File: config.mk
export PLATFORM = sky130hd
export DESIGN_NAME = h264br_code_map
export DESIGN_NICKNAME = d
export VERILOG_FILES = /design/src/h264br_pkg.sv /design/src/h264br_code_map.sv
export SDC_FILE = /design/constraint.sdc
export NUM_CORES = 1
export LEC_CHECK = 0
export ABC_AREA = 1
export BUFFER_PORTS_ARGS = -buffer_cell sky130_fd_sc_hd__buf_2
export CAP_MARGIN = 5
export CORE_ASPECT_RATIO = 0.9
export CORE_UTILIZATION = 50
export CTS_CLUSTER_SIZE = 25
export DETAILED_ROUTE_END_ITERATION = 8
export PLACE_DENSITY = 0.79
export SYNTH_ARGS = -nofsm -noshare
export SYNTH_HDL_FRONTEND = slang
export SYNTH_SLANG_ARGS = --single-unit
File: constraint.sdc
create_clock -name clk -period 4.4 [get_ports clk]
set_input_delay 0.22 -clock clk [delete_from_list [all_inputs] [get_ports clk]]
set_output_delay 0.22 -clock clk [all_outputs]
set_load 0.005 [all_outputs]
File: src/h264br_pkg.sv
// Shared types, codes and coded-block-pattern tables of the bit reader.
`timescale 1ns / 1ps

package h264br_pkg;

  localparam int BUFFER_BYTES_DEFAULT = 4096;
  localparam int MAX_BITS = 32;
  localparam logic [1:0] CHROMA_RESET = 2'd1;
  localparam logic [1:0] PRED_INTRA = 2'd0;
  localparam logic [1:0] PRED_INTER = 2'd1;
  localparam logic [31:0] WIDE_TABLE_SIZE = 32'd48;
  localparam logic [31:0] NARROW_TABLE_SIZE = 32'd16;

  typedef enum logic [2:0] {
    ACT_APPEND = 3'd0,
    ACT_READ   = 3'd1,
    ACT_PEEK   = 3'd2,
    ACT_SKIP   = 3'd3,
    ACT_UE     = 3'd4,
    ACT_SE     = 3'd5,
    ACT_ME     = 3'd6,
    ACT_CLEAR  = 3'd7
  } action_t;

  // Request to the code mapper: the ue accumulator holds 2^zeros | suffix.
  typedef struct packed {
    logic        valid;
    action_t     kind;
    logic [1:0]  pred_class;
    logic        wide;
    logic [32:0] acc;
  } map_req_t;

  typedef struct packed {
    logic        valid;
    logic [32:0] value;
    logic        out_of_table;
  } map_rsp_t;

  localparam logic [5:0] CBP_INTRA_48 [48] = '{
    6'd47, 6'd31, 6'd15, 6'd0,  6'd23, 6'd27, 6'd29, 6'd30,
    6'd7,  6'd11, 6'd13, 6'd14, 6'd39, 6'd43, 6'd45, 6'd46,
    6'd16, 6'd3,  6'd5,  6'd10, 6'd12, 6'd19, 6'd21, 6'd26,
    6'd28, 6'd35, 6'd37, 6'd42, 6'd44, 6'd1,  6'd2,  6'd4,
    6'd8,  6'd17, 6'd18, 6'd20, 6'd24, 6'd6,  6'd9,  6'd22,
    6'd25, 6'd32, 6'd33, 6'd34, 6'd36, 6'd40, 6'd38, 6'd41
  };

  localparam logic [5:0] CBP_INTER_48 [48] = '{
    6'd0,  6'd16, 6'd1,  6'd2,  6'd4,  6'd8,  6'd32, 6'd3,
    6'd5,  6'd10, 6'd12, 6'd15, 6'd47, 6'd7,  6'd11, 6'd13,
    6'd14, 6'd6,  6'd9,  6'd31, 6'd35, 6'd37, 6'd42, 6'd44,
    6'd33, 6'd34, 6'd36, 6'd40, 6'd39, 6'd43, 6'd45, 6'd46,
    6'd17, 6'd18, 6'd20, 6'd24, 6'd19, 6'd21, 6'd26, 6'd28,
    6'd23, 6'd27, 6'd29, 6'd30, 6'd22, 6'd25, 6'd38, 6'd41
  };

  localparam logic [5:0] CBP_INTRA_16 [16] = '{
    6'd15, 6'd0, 6'd7, 6'd11, 6'd13, 6'd14, 6'd3, 6'd5,
    6'd10, 6'd12, 6'd1, 6'd2, 6'd4, 6'd8, 6'd6, 6'd9
  };

  localparam logic [5:0] CBP_INTER_16 [16] = '{
    6'd0, 6'd1, 6'd2, 6'd4, 6'd8, 6'd3, 6'd5, 6'd10,
    6'd12, 6'd15, 6'd7, 6'd11, 6'd13, 6'd14, 6'd6, 6'd9
  };

  // The caller guarantees that idx lies inside the selected table.
  function automatic logic [5:0] cbp_lookup(logic inter, logic wide, logic [5:0] idx);
    logic [5:0] entry;
    if (wide) begin
      entry = inter ? CBP_INTER_48[idx] : CBP_INTRA_48[idx];
    end else begin
      entry = inter ? CBP_INTER_16[idx[3:0]] : CBP_INTRA_16[idx[3:0]];
    end
    return entry;
  endfunction

endpackage

File: src/h264br_code_map.sv
// Two-stage mapper from the ue accumulator to ue, se and me values.
`timescale 1ns / 1ps

module h264br_code_map
  import h264br_pkg::*;
(
  input  logic     clk,
  input  logic     rst,
  input  map_req_t req,
  output map_rsp_t rsp
);

  logic        s1_valid;
  action_t     s1_kind;
  logic [1:0]  s1_class;
  logic        s1_wide;
  logic [31:0] s1_code;

  logic [32:0] code_ext;
  logic [32:0] map_value;
  logic        map_oot;
  logic [31:0] table_size;

  // Stage one: code number = accumulator - 1, modulo 2^32.
  always_ff @(posedge clk) begin
    if (rst) begin
      s1_valid <= 1'b0;
    end else begin
      s1_valid <= req.valid;
    end
    s1_kind  <= req.kind;
    s1_class <= req.pred_class;
    s1_wide  <= req.wide;
    s1_code  <= 32'(req.acc - 33'd1);
  end

  always_comb begin
    code_ext   = {1'b0, s1_code};
    table_size = s1_wide ? WIDE_TABLE_SIZE : NARROW_TABLE_SIZE;
    map_value  = code_ext;
    map_oot    = 1'b0;
    case (s1_kind)
      ACT_SE: begin
        if (s1_code[0]) begin
          map_value = (code_ext + 33'd1) >> 1;
        end else begin
          map_value = 33'd0 - {2'b00, s1_code[31:1]};
        end
      end
      ACT_ME: begin
        map_value = '0;
        if (s1_class == PRED_INTRA || s1_class == PRED_INTER) begin
          if (s1_code >= table_size) begin
            map_oot = 1'b1;
          end else begin
            map_value = {27'd0, cbp_lookup(s1_class == PRED_INTER, s1_wide, s1_code[5:0])};
          end
        end
      end
      default: begin
        map_value = code_ext;
      end
    endcase
  end

  always_ff @(posedge clk) begin
    if (rst) begin
      rsp.valid <= 1'b0;
    end else begin
      rsp.valid <= s1_valid;
    end
    rsp.value        <= map_value;
    rsp.out_of_table <= map_oot;
  end

endmodule

# Word level (Yosys, flattened, before mapping)
# Memories as Yosys holds them, arrays and structs flattened.
# Cells that the tools add are included.
dict set report op_classes {
  n_eq_ne 3
  n_mux 17
  n_bitwise 2
  order_cmp 3
  n_addsub 3
  n_reduce_logical 3
}
# operator n
set ops {}
lappend ops {{2-to-1 mux 6 bit} 14}
lappend ops {{case mux 33 bit (2 select lines)} 1}
lappend ops {{adder 32 x 1 -> 33 bit (second input constant)} 1}
lappend ops {{2-to-1 mux 33 bit} 1}
lappend ops {{>= comparator 32 x 6 -> 1 bit} 1}
lappend ops {{subtractor 1 x 31 -> 32 bit (first input constant)} 1}
lappend ops {{subtractor 32 x 1 -> 32 bit (second input constant)} 1}
lappend ops {{>= comparator 7 bit (second input constant)} 1}
lappend ops {{inverter 6 -> 7 bit} 1}
lappend ops {{equality test 3 bit (second input constant)} 2}
lappend ops {{>= comparator 5 bit (second input constant)} 1}
lappend ops {{inverter 4 -> 5 bit} 1}
lappend ops {{equality test 2 x 1 -> 1 bit (second input constant)} 1}
lappend ops {{zero test 2 bit} 1}
lappend ops {{AND reduction 2 bit} 1}
lappend ops {{logical OR 1 bit} 1}
lappend ops {{2-to-1 mux 1 bit} 1}
dict set report totals {
  romBits 960
  mem_count 4
  reg_bits 74
  elab_cells 43
  output_inout_bits 35
}
# memory depth word_bits read_ports rd_ports_with_merged_regs wr line
set mem_list {}
lappend mem_list {{(name not given)} 64 6 1 0 0 h264br_pkg.sv:72} ;# entry = inter ? CBP_INTER_48[idx] : CBP_INTRA_48[idx];
lappend mem_list {{(name not given)} 64 6 1 0 0 h264br_pkg.sv:72}
lappend mem_list {{(name not given)} 16 6 1 0 0 h264br_pkg.sv:74} ;# entry = inter ? CBP_INTER_16[idx[3:0]] : CBP_INTRA_16[idx[3:0]];
lappend mem_list {{(name not given)} 16 6 1 0 0 h264br_pkg.sv:74}

# Depth between registers and ports, before layout
dict set report depth {
  word_depth 9
  depth_mapped 15
  ltp_nobuf 12
}

# Worst setup path before layout
# OpenSTA, ideal clock, no wires.
dict set report synth_path {
  path_type {register to register}
  from {reg s1_code[0]}
  to {reg rsp[5] (netlist bit)}
  required_ns 4.285
  path_slack_ns 2.318
  path_stages_with_launch 14
  arrival_ns 1.967
  synth_period_minus_slack_ns 2.082
  path_cell_list {dfxtp_1 -> buf_2 -> inv_2 -> buf_2 -> buf_2 -> ha_1 -> inv_1 -> nand2_1 -> nand2_1 -> o21ai_0 -> o21ai_0 -> o21bai_1 -> nand3_1 -> nand2_1}
}
dict set report synth_between {
  elab_chain_len 9
  elab_cells_between_ends 23
  cone_classes {add/sub: 1; order compare: 1; mux: 15; bitwise: 2; memory: 4}
}
# item line
set synth_lines {}
lappend synth_lines {{start: declaration} h264br_code_map.sv:17} ;# logic [31:0] s1_code;
lappend synth_lines {{start signal: assignment} h264br_code_map.sv:34} ;# s1_code <= 32'(req.acc - 33'd1);
lappend synth_lines {{inverter 6 -> 7 bit (not written as such) / inverter 4 -> 5 bit (equally long branches)} {h264br_pkg.sv:72, h264br_pkg.sv:74}}
lappend synth_lines {{memory read (64 x 6 bit) / memory read (16 x 6 bit) (equally long branches)} -}
lappend synth_lines {{2-to-1 mux 6 bit (on tied branches) (3 in a row)} {h264br_pkg.sv:72, h264br_pkg.sv:74}}
lappend synth_lines {{2-to-1 mux 6 bit} h264br_pkg.sv:71} ;# if (wide) begin
lappend synth_lines {{2-to-1 mux 6 bit} h264br_code_map.sv:53} ;# if (s1_code >= table_size) begin
lappend synth_lines {{2-to-1 mux 6 bit} h264br_code_map.sv:52} ;# if (s1_class == PRED_INTRA || s1_class == PRED_INTER) begin
lappend synth_lines {{case mux 33 bit (2 select lines) (*)} h264br_code_map.sv:42} ;# case (s1_kind)
lappend synth_lines {{net map_value[4]} h264br_code_map.sv:20} ;# logic [32:0] map_value;
lappend synth_lines {{end: declaration} h264br_code_map.sv:10} ;# output map_rsp_t rsp
# Mark *: on every way through the listed nets, which the timed path passes. The rest lies on a longest branch. The select of a mux whose other input is x is not followed.
# A chain may end at the register's enable or synchronous reset.

# Worst setup path after layout
dict set report layout_path {
  from {reg s1_code[1]}
  to {reg rsp[4] (netlist bit)}
}
# Same word-level chain as after synthesis.

==> qor.csv <==
metric;value;unit
Critical Path Max Stage Delay;560;ps
clock root buffer;clkbuf_16;
switching share of power;0.3204;
mean area per synthesized cell;5.976;um^2
P&R area growth vs syn;14.42;%
largest cells by area after synthesis;dfxtp_1 26%, nand2_1 21%, nor2_1 8.8%;
synthesis warning total;0;
Tcrit/Tclk final;0.5635;
Rows;36;
Crit Path Max Fanout;10;
register area share after synthesis;0.2590;
Critical Path Sink Type;register;
Bufs on Longest Clock Path;2;
outcome;completed;
Initial Utilization;0.5204;
TritonCTS clock tree;yes;
Inserted Clock Buffers;9;
max-cap violation count;0;
area leader, netlist;dfxtp_1;
Critical Path End;rsp[4];
initial antenna violation count;0;
Rel. slew slack;0.4403;
NetSw;645.2;uW
internal power;1.368;mW
num ports;77;
reg2reg setup slack;1920;ps
Congestion Overflow GR;0;
Die H;103.5;um
routed vias;6427;
Post-DP HPWL;13520;um
Clk pwr share;0.399;
GPL Wtd Cong;0.9472;
1st-iter DRT viols;625;
multi-input logic area;3757;um^2
diode count;0;
R2R Path Start;s1_code[1];
CP startpoint;s1_code[1];
Critical Path, Cell by Cell;inv_1 > ha_1 > inv_1 > nand2_1 > nand2_1 > nand3_1 > nand2_1 > a21oi_1 > nor2_1 > nand2_1 > a21oi_1;
Unique masters post-synth;41;
DIE AREA;11870;um^2
post-DR wirelength/cell;15.27;um
WHS;41.29;ps
GRT Total Usage;0.3209;
CTS Sinks;74;
Worst setup SP type;register;
Worst Skew;9.631;ps
vias in the first global route;5758;
cell mode on critical path;nand2_1;
Slowest cell on crit path;dfxtp_1;
Skew-Pair Late Insertion Delay;350;ps
CTS clock-pin slew for the worst setup and hold paths;60;ps
Mapped Cells;957;
leading cell type in the layout, fill and taps excluded;nand2_1;
FF-to-FF End;rsp[4];
Antenna Nets Post-Route;0;
VDD IR-drop max;0.2259;mV
r2r worst-path depth;11;
CP Data Arrival Time;2730;ps
Die W;114.7;um
largest net degree at the start of global routing;38;
CP required;4650;ps
cell area after synthesis;5719;um^2
Finish-stage setup viols;0;
first-pass GRT wire length;29170;um
commonest non-fill, non-tap cells in the layout;318 x nand2_1, 134 x nor2_1, 92 x nand3_1;
PortBufs;75;
post-cts sizing count;0;
total negative slack;0;ps
CTS H-tree lvls;3;
RSZ-0062 raised after global routing;false;
critical path class;reg2reg;
register bit total from synthesis;74;
combinational share of power;0.217;
Pins Over Slew Limit;0;
PwrDens;307.7;nW/um^2
Pwr Total;2.013;mW
Core ar.;10990;um^2
Achievable Freq;0.4033;GHz
Tmin final;2479;ps
share of layout cells above drive strength 1;0.1355;
syn nets;1013;
Hold Fails Final Rpt;0;
P_leak;3.051;nW
DRC errors left;0;
Slew @ Worst Pin;838.5;ps
fill count;1102;
Via density;5.424;
WL final;18100;um
flip-flop and latch area;1481;um^2
share of power burned in registers;0.384;
Hold Crit Class;in2reg;
top cell type's share of synthesized area;0.2590;
DR pass1 iterations;7;
Nets;1084;
-- worst min-delay path by stage --
stage / slack (ps) / start / endpoint / cells past startpoint
6_report: 40 / rst / s1_valid / 2
5_1_grt: 40 / rst / s1_valid / 2
4_1_cts: 40 / rst / rsp[34] / 2
3_5_place_dp: 320 / req[38] / s1_kind[2] / 1
3_3_place_gp: 330 / req[33] / s1_wide / 1
2_1_floorplan: 250 / req[34] / s1_class[0] / 0
-- power groups by stage --
stage | registers [mW] | logic, mW | clock network (mW)
floorplan | 0.768 | 0.294 | 0
global placement | 0.785 | 0.423 | 0
detailed placement | 0.785 | 0.417 | 0
CTS | 0.770 | 0.424 | 0.815
global route | 0.779 | 0.487 | 0.848
finish | 0.773 | 0.437 | 0.803
-- per-layer routing --
| metal | routed length [um] | track usage | part of all wire |
|---|---|---|---|
| met1 | 8177 | 0.4616 | 0.45 |
| met2 | 7306 | 0.4676 | 0.40 |
| met3 | 2263 | 0.08392 | 0.13 |
| met4 | 347 | 0.09491 | 0.019 |
| met5 | 0 | 0 | 0 |
-- cell type report --
cell class                      count  area share
Sequential cell                    74      0.2264
Timing Repair Buffer               86     0.07228
Tap cell                          152     0.02906
Inverter                           86     0.04933
Multi-Input combinational cell    771      0.5742
Clock inverter                      6     0.01377
Clock buffer                       10     0.03499
-- sequential cells by signal, summed over array words and instances (netlist names) --
signal    cells
rsp          35
s1_code      32
s1_kind       3
s1_class      2
s1_valid      1
s1_wide       1
-- cells in the mapped netlist --
cell	number
inv_1	79
o211ai_1	6
buf_4	1
a21o_1	1
nand2_2	3
o21bai_1	1
xnor2_1	9
o22ai_1	5
o21ai_0	32
buf_1	1
clkbuf_1	4
nand4_2	1
o21ai_1	11
a21oi_1	36
nor3_1	15
nand3b_1	3
nor2_1	134
o31ai_1	2
nor4_1	1
buf_6	5
xor2_1	31
nor3_4	1
nor3_2	5
or3_1	1
clkbuf_2	1
nor2_4	5
a311oi_1	1
inv_2	7
dfxtp_1	74
or2_2	1
ha_1	14
nand4_4	1
nand2_1	318
or2_1	1
nand3_2	3
nand3_1	92
a31oi_1	5
nand2_4	1
nor2_2	17
buf_2	14
nand4_1	14
-- stage by stage --
step / worst slack, ps / util / instances / instance area, um^2
2_1_floorplan: 2318 / - / 957 / 5719
3_3_place_gp: 1971 / 0.5609 / 1163 / 6165
3_5_place_dp: 2080 / 0.5609 / 1163 / 6165
4_1_cts: 2057 / 0.5954 / 1185 / 6544
5_1_grt: 1799 / 0.5954 / 1185 / 6544
6_report: 1921 / 0.5954 / 1185 / 6544
-- critical path: cells and delay by family, from the launching register on --
kind	cells	cell delay [ps]
and+or+nand+nor	6	680
DFF	1	560
buffers and inverters	2	450
adders and majority gates	1	430
AOI/OAI and AO/OA	2	260
-- cell families (layout without fill, tap and decap cells) --
group                    count (synthesis)  in the layout  synth area share
flip-flops                              74             74            0.2590
AO/OA/AOI/OAI                          100            100           0.09473
adder cells (fa/ha/maj)                 14             14           0.03063
buffers and inverters                  112            188           0.08401
AND/OR/NAND/NOR                        617            617            0.4704
XOR/XNOR                                40             40           0.06126
-- timing repair --
item / in CTS / in global routing
endpoints found under the hold margin: 6 / 0
hold buffers: 6 / 0
endpoints found under the setup margin: 0 / 0
buffers inserted: 0 / 0
No activity file was read; power rests on OpenSTA's default activity.
